**config.mk**
```make
export PLATFORM = sky130hd
export DESIGN_NAME = selective_repeat_send_window
export DESIGN_NICKNAME = d
export VERILOG_FILES = /design/src/rtl/srsw_pkg.sv /design/src/rtl/srsw_front.sv /design/src/rtl/srsw_back.sv /design/src/rtl/selective_repeat_send_window.sv
export SDC_FILE = /design/constraint.sdc
export NUM_CORES = 2
export LEC_CHECK = 0
export BUFFER_PORTS_ARGS = -buffer_cell sky130_fd_sc_hd__buf_2
export CAP_MARGIN = 20
export CORE_MARGIN = 5
export CORE_UTILIZATION = 57
export DETAILED_ROUTE_END_ITERATION = 8
export HOLD_SLACK_MARGIN = 0.12
export PLACE_DENSITY = 0.81
export SYNTH_ARGS = -nofsm -noshare
export SYNTH_HDL_FRONTEND = slang
export SYNTH_HIERARCHICAL = 1
export SYNTH_SLANG_ARGS = --single-unit
export TNS_END_PERCENT = 1
```
**constraint.sdc**
```tcl
create_clock -name i_clk -period 6.5 [get_ports i_clk]
set_input_delay 1.3 -clock i_clk [delete_from_list [all_inputs] [get_ports i_clk]]
set_output_delay 1.3 -clock i_clk [all_outputs]
set_load 0.05 [all_outputs]
```
**src/rtl/srsw_pkg.sv**
```systemverilog
// Shared types and constants for the selective-repeat send window.
// No dependencies; every other file of the block imports this package.
package srsw_pkg;

    // Command codes of an input beat.
    localparam logic [1:0] CMD_START = 2'd0;
    localparam logic [1:0] CMD_ACK   = 2'd1;
    localparam logic [1:0] CMD_TICK  = 2'd2;

    // Request kinds of a result beat.
    localparam logic [1:0] KIND_STATUS = 2'd0;
    localparam logic [1:0] KIND_SEND   = 2'd1;
    localparam logic [1:0] KIND_RESEND = 2'd2;

    // Configuration register indexes.
    localparam logic [1:0] CFG_WINDOW_SIZE = 2'd0;
    localparam logic [1:0] CFG_TIMEOUT     = 2'd1;

    localparam logic [5:0]  WINDOW_RESET  = 6'd1;
    localparam logic [15:0] TIMEOUT_RESET = 16'd1000;

    typedef struct packed {
        logic [1:0]  command;
        logic [15:0] last_seq;
        logic [15:0] ack_seq;
        logic        ack_valid;
    } t_in_item;

    typedef struct packed {
        logic [1:0]  request_kind;
        logic [15:0] request_seq;
        logic [16:0] oldest_unacked;
        logic        transfer_done;
        logic        last_of_run;
    } t_result;

    // Classified work passed from the front to the back.
    typedef struct packed {
        logic [1:0]  op;
        logic [15:0] seq_arg;
        logic        ack_ok;
    } t_work;

endpackage

```
**src/rtl/srsw_front.sv**
```systemverilog
// Front end of the send window: accepts command beats, classifies them and
// queues them for the back end. Depends on srsw_pkg.
module srsw_front import srsw_pkg::*; (
    input  logic     i_clk,
    input  logic     i_rst_n,
    input  logic     i_start,
    input  t_in_item i_item,
    output logic     o_busy,
    output t_work    o_head,
    output logic     o_head_vld,
    input  logic     i_pop
);

    t_work      r_q [2];
    logic       r_wp;
    logic       r_rp;
    logic [1:0] r_cnt;
    logic       w_push;
    logic       w_pop;
    t_work      w_cls;

    // Start carries the last sequence, an ack carries the acked sequence.
    always_comb begin
        w_cls.op      = i_item.command;
        w_cls.seq_arg = (i_item.command == CMD_START) ? i_item.last_seq : i_item.ack_seq;
        w_cls.ack_ok  = i_item.ack_valid;
    end

    assign o_busy     = (r_cnt == 2'd2);
    assign w_push     = i_start && !o_busy;
    assign w_pop      = i_pop && (r_cnt != 2'd0);
    assign o_head     = r_q[r_rp];
    assign o_head_vld = (r_cnt != 2'd0);

    always_ff @(posedge i_clk) begin
        if (!i_rst_n) begin
            r_wp  <= 1'b0;
            r_rp  <= 1'b0;
            r_cnt <= 2'd0;
        end else begin
            if (w_push) begin
                r_q[r_wp] <= w_cls;
                r_wp      <= ~r_wp;
            end
            if (w_pop) begin
                r_rp <= ~r_rp;
            end
            r_cnt <= r_cnt + {1'b0, w_push} - {1'b0, w_pop};
        end
    end

    a_cnt_bound: assert property (@(posedge i_clk) disable iff (!i_rst_n)
        r_cnt <= 2'd2) else $error("queue count out of range");
    a_no_push_full: assert property (@(posedge i_clk) disable iff (!i_rst_n)
        (r_cnt == 2'd2 && !w_pop) |=> (r_cnt == 2'd2)) else $error("queue overfilled");
    a_ptr_match: assert property (@(posedge i_clk) disable iff (!i_rst_n)
        (r_cnt == 2'd0 || r_cnt == 2'd2) |-> (r_wp == r_rp)) else $error("queue pointers");

endmodule

```
**src/rtl/srsw_back.sv**
```systemverilog
// Back end of the send window: executes start, ack and tick work, owns the
// slot marks, the stamp memory and the result register. Depends on srsw_pkg.
module srsw_back import srsw_pkg::*; #(
    parameter int RING_DEPTH = 32,
    parameter int TIME_BITS  = 32
) (
    input  logic        i_clk,
    input  logic        i_rst_n,
    input  t_work       i_head,
    input  logic        i_head_vld,
    output logic        o_pop,
    input  logic [5:0]  i_window_size,
    input  logic [15:0] i_timeout_ticks,
    output logic        o_strobe,
    output t_result     o_result
);

    localparam int SW   = $clog2(RING_DEPTH);
    localparam int LIM  = (RING_DEPTH < 32) ? RING_DEPTH : 32;
    localparam int SUMW = ((SW > 6) ? SW : 6) + 1;
    localparam int AW   = (TIME_BITS > 16) ? TIME_BITS : 16;

    typedef enum logic [5:0] {
        ST_IDLE = 6'b000001,
        ST_DISP = 6'b000010,
        ST_WALK = 6'b000100,
        ST_RD   = 6'b001000,
        ST_EV   = 6'b010000,
        ST_FIN  = 6'b100000
    } t_state;

    t_state                r_state;
    t_work                 r_work;
    logic [RING_DEPTH-1:0] r_acked;
    logic [RING_DEPTH-1:0] r_sent;
    logic [16:0]           r_base;
    logic [SW-1:0]         r_base_slot;
    logic [15:0]           r_final;
    logic [TIME_BITS-1:0]  r_tick;
    logic [17:0]           r_s;
    logic [SW-1:0]         r_slot;
    logic [17:0]           r_end;
    logic                  r_pend_vld;
    logic [1:0]            r_pend_kind;
    logic [15:0]           r_pend_seq;
    logic                  r_stb;
    t_result               r_out;
    logic [TIME_BITS-1:0]  r_rd_stamp;
    logic [TIME_BITS-1:0]  r_stamps [RING_DEPTH];

    logic [5:0]            w_win;
    logic [17:0]           w_win_end;
    logic                  w_ack_in;
    logic [5:0]            w_off;
    logic [SUMW-1:0]       w_sum;
    logic [SW-1:0]         w_ack_slot;
    logic [SW-1:0]         w_slot_inc;
    logic [TIME_BITS-1:0]  w_age;
    logic                  w_expired;
    logic                  w_scan_more;
    logic                  w_wr;
    logic [1:0]            w_new_kind;

    always_comb begin
        if (i_window_size == 6'd0) begin
            w_win = 6'd1;
        end else if (i_window_size > 6'(LIM)) begin
            w_win = 6'(LIM);
        end else begin
            w_win = i_window_size;
        end
    end

    assign w_win_end  = {1'b0, r_base} + {12'd0, w_win};
    assign w_ack_in   = r_work.ack_ok && ({2'b0, r_work.seq_arg} >= {1'b0, r_base})
                        && ({2'b0, r_work.seq_arg} < w_win_end) && (r_work.seq_arg <= r_final);
    assign w_off      = 6'(r_work.seq_arg - r_base[15:0]);
    assign w_sum      = SUMW'(r_base_slot) + SUMW'(w_off);
    assign w_ack_slot = (w_sum >= SUMW'(RING_DEPTH)) ? SW'(w_sum - SUMW'(RING_DEPTH))
                                                      : SW'(w_sum);
    assign w_slot_inc = (r_slot == SW'(RING_DEPTH - 1)) ? '0 : r_slot + 1'b1;
    assign w_age      = r_tick - r_rd_stamp;
    assign w_expired  = AW'(w_age) >= AW'(i_timeout_ticks);
    assign w_scan_more = (r_s < r_end) && (r_s <= {2'b0, r_final});

    always_comb begin
        w_wr       = 1'b0;
        w_new_kind = KIND_STATUS;
        if (r_state == ST_EV && !r_acked[r_slot]) begin
            if (!r_sent[r_slot]) begin
                w_wr       = 1'b1;
                w_new_kind = KIND_SEND;
            end else if (w_expired) begin
                w_wr       = 1'b1;
                w_new_kind = KIND_RESEND;
            end
        end
    end

    assign o_pop    = (r_state == ST_IDLE) && i_head_vld;
    assign o_strobe = r_stb;
    assign o_result = r_out;

    // Stamp memory: at most one write and one registered read per cycle.
    always_ff @(posedge i_clk) begin
        if (w_wr) begin
            r_stamps[r_slot] <= r_tick;
        end
        if (r_state == ST_RD) begin
            r_rd_stamp <= r_stamps[r_slot];
        end
    end

    always_ff @(posedge i_clk) begin
        if (!i_rst_n) begin
            r_state     <= ST_IDLE;
            r_acked     <= '0;
            r_sent      <= '0;
            r_base      <= '0;
            r_base_slot <= '0;
            r_final     <= '0;
            r_tick      <= '0;
            r_pend_vld  <= 1'b0;
            r_stb       <= 1'b0;
            r_work      <= '0;
            r_s         <= '0;
            r_slot      <= '0;
            r_end       <= '0;
            r_pend_kind <= KIND_STATUS;
            r_pend_seq  <= '0;
            r_out       <= '0;
        end else begin
            r_stb <= 1'b0;
            case (r_state)
                ST_IDLE: begin
                    if (i_head_vld) begin
                        r_work  <= i_head;
                        r_state <= ST_DISP;
                    end
                end
                ST_DISP: begin
                    r_out.request_kind   <= KIND_STATUS;
                    r_out.request_seq    <= '0;
                    r_out.oldest_unacked <= r_base;
                    r_out.transfer_done  <= r_base > {1'b0, r_final};
                    r_out.last_of_run    <= 1'b1;
                    r_state              <= ST_IDLE;
                    r_stb                <= 1'b1;
                    case (r_work.op)
                        CMD_START: begin
                            r_final              <= r_work.seq_arg;
                            r_acked              <= '0;
                            r_sent               <= '0;
                            r_base               <= '0;
                            r_base_slot          <= '0;
                            r_out.oldest_unacked <= '0;
                            r_out.transfer_done  <= 1'b0;
                        end
                        CMD_ACK: begin
                            if (w_ack_in) begin
                                r_acked[w_ack_slot] <= 1'b1;
                                if ({1'b0, r_work.seq_arg} == r_base) begin
                                    r_s     <= {1'b0, r_base};
                                    r_slot  <= r_base_slot;
                                    r_end   <= w_win_end;
                                    r_stb   <= 1'b0;
                                    r_state <= ST_WALK;
                                end
                            end
                        end
                        CMD_TICK: begin
                            r_tick  <= r_tick + 1'b1;
                            r_s     <= {1'b0, r_base};
                            r_slot  <= r_base_slot;
                            r_end   <= w_win_end;
                            r_stb   <= 1'b0;
                            r_state <= ST_RD;
                        end
                        default: begin
                        end
                    endcase
                end
                ST_WALK: begin
                    if (r_s < r_end && r_acked[r_slot]) begin
                        r_acked[r_slot] <= 1'b0;
                        r_sent[r_slot]  <= 1'b0;
                        r_s             <= r_s + 1'b1;
                        r_slot          <= w_slot_inc;
                    end else begin
                        r_base                <= r_s[16:0];
                        r_base_slot           <= r_slot;
                        r_out.request_kind    <= KIND_STATUS;
                        r_out.request_seq     <= '0;
                        r_out.oldest_unacked  <= r_s[16:0];
                        r_out.transfer_done   <= r_s > {2'b0, r_final};
                        r_out.last_of_run     <= 1'b1;
                        r_stb                 <= 1'b1;
                        r_state               <= ST_IDLE;
                    end
                end
                ST_RD: begin
                    r_state <= w_scan_more ? ST_EV : ST_FIN;
                end
                ST_EV: begin
                    // A request is held back one step so the last one can be flagged.
                    if (w_wr) begin
                        r_sent[r_slot] <= 1'b1;
                        if (r_pend_vld) begin
                            r_out.request_kind   <= r_pend_kind;
                            r_out.request_seq    <= r_pend_seq;
                            r_out.oldest_unacked <= r_base;
                            r_out.transfer_done  <= r_base > {1'b0, r_final};
                            r_out.last_of_run    <= 1'b0;
                            r_stb                <= 1'b1;
                        end
                        r_pend_vld  <= 1'b1;
                        r_pend_kind <= w_new_kind;
                        r_pend_seq  <= r_s[15:0];
                    end
                    r_s     <= r_s + 1'b1;
                    r_slot  <= w_slot_inc;
                    r_state <= ST_RD;
                end
                ST_FIN: begin
                    r_out.request_kind   <= r_pend_vld ? r_pend_kind : KIND_STATUS;
                    r_out.request_seq    <= r_pend_vld ? r_pend_seq : 16'd0;
                    r_out.oldest_unacked <= r_base;
                    r_out.transfer_done  <= r_base > {1'b0, r_final};
                    r_out.last_of_run    <= 1'b1;
                    r_stb                <= 1'b1;
                    r_pend_vld           <= 1'b0;
                    r_state              <= ST_IDLE;
                end
                default: begin
                    r_state <= ST_IDLE;
                end
            endcase
        end
    end

    a_base_bound: assert property (@(posedge i_clk) disable iff (!i_rst_n)
        r_base <= {1'b0, r_final} + 17'd1) else $error("window base past final");
    a_idle_no_pend: assert property (@(posedge i_clk) disable iff (!i_rst_n)
        (r_state == ST_IDLE) |-> !r_pend_vld) else $error("pending request left over");
    a_fin_last: assert property (@(posedge i_clk) disable iff (!i_rst_n)
        (r_state == ST_FIN) |=> (r_stb && r_out.last_of_run)) else $error("run not closed");
    a_pop_idle: assert property (@(posedge i_clk) disable iff (!i_rst_n)
        o_pop |=> (r_state == ST_DISP)) else $error("pop without dispatch");

endmodule

```
**src/rtl/selective_repeat_send_window.sv**
```systemverilog
// Selective-repeat send window. Command beats (start, ack, tick) are taken
// whenever o_busy is low; a two-entry queue holds them until the executing
// back end is free, so o_busy rises only while two beats are waiting. Each
// beat yields one or more result beats on o_strobe/o_result, the last with
// last_of_run set; the receiver cannot stall them, they appear one per cycle
// at most. Steps per beat in the back end: start and ignored commands pass
// through idle and dispatch; an ack that moves the base then walks the freed
// slots in turn; a tick walks the clamped window slot by slot, each slot first
// reading the stamp memory, then checking the age and restamping.
// There is no clearing pass: the slot marks are flip-flops cleared at reset.
// Configuration is written through its own valid/ready port, always ready,
// and must only be changed while no work is in flight.
// Depends on srsw_pkg, srsw_front and srsw_back.
module selective_repeat_send_window import srsw_pkg::*; #(
    parameter int RING_DEPTH = 32,
    parameter int TIME_BITS  = 32
) (
    input  logic        i_clk,
    input  logic        i_rst_n,
    input  logic        start,
    output logic        busy,
    input  t_in_item    i_item,
    output logic        o_strobe,
    output t_result     o_result,
    input  logic        i_cfg_valid,
    output logic        o_cfg_ready,
    input  logic [1:0]  i_cfg_index,
    input  logic [15:0] i_cfg_data
);

    logic [5:0]  r_window_size;
    logic [15:0] r_timeout_ticks;
    t_work       w_head;
    logic        w_head_vld;
    logic        w_pop;

    assign o_cfg_ready = 1'b1;

    // Writes to indexes beyond the register list are dropped.
    always_ff @(posedge i_clk) begin
        if (!i_rst_n) begin
            r_window_size   <= WINDOW_RESET;
            r_timeout_ticks <= TIMEOUT_RESET;
        end else if (i_cfg_valid) begin
            case (i_cfg_index)
                CFG_WINDOW_SIZE: r_window_size   <= i_cfg_data[5:0];
                CFG_TIMEOUT:     r_timeout_ticks <= i_cfg_data;
                default: begin
                end
            endcase
        end
    end

    srsw_front u_front (
        .i_clk      (i_clk),
        .i_rst_n    (i_rst_n),
        .i_start    (start),
        .i_item     (i_item),
        .o_busy     (busy),
        .o_head     (w_head),
        .o_head_vld (w_head_vld),
        .i_pop      (w_pop)
    );

    srsw_back #(
        .RING_DEPTH (RING_DEPTH),
        .TIME_BITS  (TIME_BITS)
    ) u_back (
        .i_clk           (i_clk),
        .i_rst_n         (i_rst_n),
        .i_head          (w_head),
        .i_head_vld      (w_head_vld),
        .o_pop           (w_pop),
        .i_window_size   (r_window_size),
        .i_timeout_ticks (r_timeout_ticks),
        .o_strobe        (o_strobe),
        .o_result        (o_result)
    );

endmodule
```
==> qor.yml <==
wl_met1_mm: 59.23
finClkSkew_ns: 0.06530
final_cell_mix: "edfxtp_1 (1094), nand2_1 (428), dfxtp_1 (282), mux4_2 (264), ha_1 (166)"
synth_flop_cell: "edfxtp_1"
cp.required_ns: 7.13
fmax_ghz: 0.1719
synth.avg_cell_area_um2: 14.66
final_hold_viol_count: 0
ant_nets: 0
path_delay_family: "compound AO/OA/AOI/OAI gates"
path_max_fanout: 15
setup_viol: 0
post_cts_resized: 0
totalWireLength_mm: 175.8
layout_min_cycle_time_ns: 5.818
start_kind: "flop"
hold_ws_ns: 0.4573
clk_pin_slew_worst_paths_ns: 0.06
final_common_cell: "edfxtp_1"
clockBufferDepth: 3
antenna_found_initial: 6
grt_setup_unrepaired: "false"
core-area_um2: 103800
syn_nets: 4294
r2r_slack_ns: 0.68
drc: 0
routabilityCongestion: 0.9378
first_pass_iters: 7
r2r-start: "r_window_size[2]"
ios: 97
max_slew_margin_pct: 8.411
std_cell_rows: 118
route.met2.wl_mm: 81.84
syn2layout_area_growth_pct: 11.82
wl_per_cell_um: 31.06
grt_pass1_vias: 38710
grt_max_degree: 219
htreeDepth: 4
hp-start: "u_back/r_sent[16]"
place_hpwl_mm: 96.98
cellPowerDensity_nw_per_um2: 289.6
grt_usage_pct: 30.98
clk_latency_ns: 0.78
cts_sinks: 1378
nets: 4397
outcome: "complete, no violations"
seq_area_frac_synth_pct: 64.62
die_width_um: 333.4
placed_area_um2: 62000
hold_depth: 2
finalWorstSetupSlack_ns: 0.6820
layout-drive-gt1-share_pct: 19.11
yosysWarnings: 6
ir_worst_vdd_v: 0.0002869
arrival_ns: 6.45
period_share_pct: 89.51
viasPerCell: 6.997
clock-root-buffer: "clkbuf_16"
die_height_um: 333.4
synthArstFlopShare_pct: 0
drtIter0Drc: 6816
worst_pin_slew_ns: 1.374
worstHoldEndpoint: "u_back/r_sent[16]"
ys_seq_elements: 1378
synth_edf_count: 1094
portBuffers: 95
worstSetupEndpointType: "flop"
path_class: "reg -> reg"
cts_tree: "done"
hold_buffers: 0
syn_area_um2: 59630
crit_buf_inv: 3
syn_inst: 4067
tns_ns: 0
r2r_cells: 25
cpMaxStageDelayCell: "and2_1"
dieArea_um2: 111200
overflow: 0
final_cell_area_um2: 66680
routed-via-count: 39610
cellLeakagePower_uw: 0.02264
start_util_pct: 57.45
cts_setup_buffers: 0
routed-wl-met3_mm: 22.26
yosysUniqueCellTypes: 88
drv_slew: 0
max_cap_viol_count: 0
topRoutingLayerUsed: "met5"
numCtsBuffers: 138
pre_cts_ws_ns: 0.8338
grt_pass1_wl_mm: 256.8
r2r_end: "u_back/r_end[11]"
critical_path.max_stage_delay_ns: 0.63
hp-class: "reg -> reg"
## worst reg2reg max path, delay by kind of cell, from the launching register on
family                   cells  cell delay, ns
buffers and inverters        3            0.35
AO/OA/AOI/OAI                8            2.11
AND/OR/NAND/NOR             10            1.90
XOR/XNOR                     1            0.15
flip-flops                   1            0.32
adder cells (fa/ha/maj)      3            0.89
## per-stage QoR
step                instances  utilization (%)  power [uW]
CTS                      5660            64.24       19330
global route             5660            64.24       19900
detailed placement       5410            59.73       11170
floorplan                4067                -       10760
global placement         5409            59.71       11130
finish                   5661            64.24       19310
## state kept, by name, indices dropped and copies added (netlist names), 5 cells and up, named ones only
name,count
r_timeout_ticks,16
r_window_size,6
u_back/o_result,37
u_back/r_acked,32
u_back/r_base,17
u_back/r_base_slot,5
u_back/r_end,18
u_back/r_final,16
u_back/r_pend_seq,16
u_back/r_rd_stamp,32
u_back/r_s,18
u_back/r_sent,32
u_back/r_slot,5
u_back/r_stamps,1024
u_back/r_state,6
u_back/r_tick,32
u_back/r_work,19
u_front/r_q,38
## layer usage
| metal | vias to the layer above | GRT usage, % |
|---|---|---|
| met5 | - | 0 |
| met4 | 4 | 17.50 |
| met3 | 809 | 7.688 |
| met2 | 3424 | 49.41 |
| met1 | 19400 | 39.21 |
| li1 | 15970 | - |
## where the power goes
| group | total (uW) | switching (uW) | internal [uW] |
|---|---|---|---|
| combinational | 1420 | 889 | 534 |
| sequential | 9600 | 133 | 9470 |
| clock | 8290 | 3590 | 4700 |
| total | 19300 | 4610 | 14700 |
## logic make-up after synthesis
logic type,synth area share [%]
AO/OA/AOI/OAI,8.867
XOR/XNOR,1.057
flip-flops,64.62
adder cells (fa/ha/maj),3.617
multiplexers,11.71
buffers and inverters,2.549
other,0.006289
AND/OR/NAND/NOR,7.570
## Yosys cell counts (17+ instances only)
cell	number	area share (%)
clkbuf_1	163	1.0
dfxtp_1	284	9.5
xor2_1	28	0.41
ha_1	166	3.5
and3_1	41	0.43
or3_1	17	0.18
o21ai_0	114	0.96
nor3_1	18	0.15
o211ai_1	23	0.29
a32o_1	22	0.37
nand3_1	90	0.76
mux2i_1	51	0.86
a31o_2	31	0.46
o21a_1	40	0.50
mux2_2	32	0.60
nor2b_1	37	0.39
edfxtp_1	1094	55
buf_2	23	0.19
a22oi_1	131	1.6
inv_1	135	0.85
a21o_1	38	0.48
xnor2_1	44	0.65
nor2_1	119	0.75
o22ai_1	32	0.34
and2_1	40	0.42
a21boi_0	91	1.1
nand4_1	82	0.86
mux4_2	264	10
buf_1	45	0.28
a21oi_1	150	1.3
nand2_1	428	2.7
## how the worst max path moves through the flow
stage                           from                endpoint  slack (ns)  depth (start not counted)
floorplan           u_back/r_tick[3]  u_back/r_stamps[31][0]        0.46                         19
global placement    r_window_size[2]        u_back/r_end[11]        0.91                         25
detailed placement  r_window_size[2]        u_back/r_end[11]        0.83                         25
CTS                 r_window_size[2]        u_back/r_end[11]        0.78                         25
global route        r_window_size[2]         u_back/r_end[3]        0.27                         24
finish              r_window_size[2]        u_back/r_end[11]        0.68                         25
## cell type report
type                    count  area [um^2]
flip-flops and latches   1378        38540
repair buffers            204         1379
inverters                 135        506.7
fillers                  6863        37110
clock inverters            74        980.9
well taps                1380         1727
diodes                      1        2.502
clock buffers             176         3700
multi-input cells        2313        19840
Note: power is estimated with default switching activity, not from simulation.
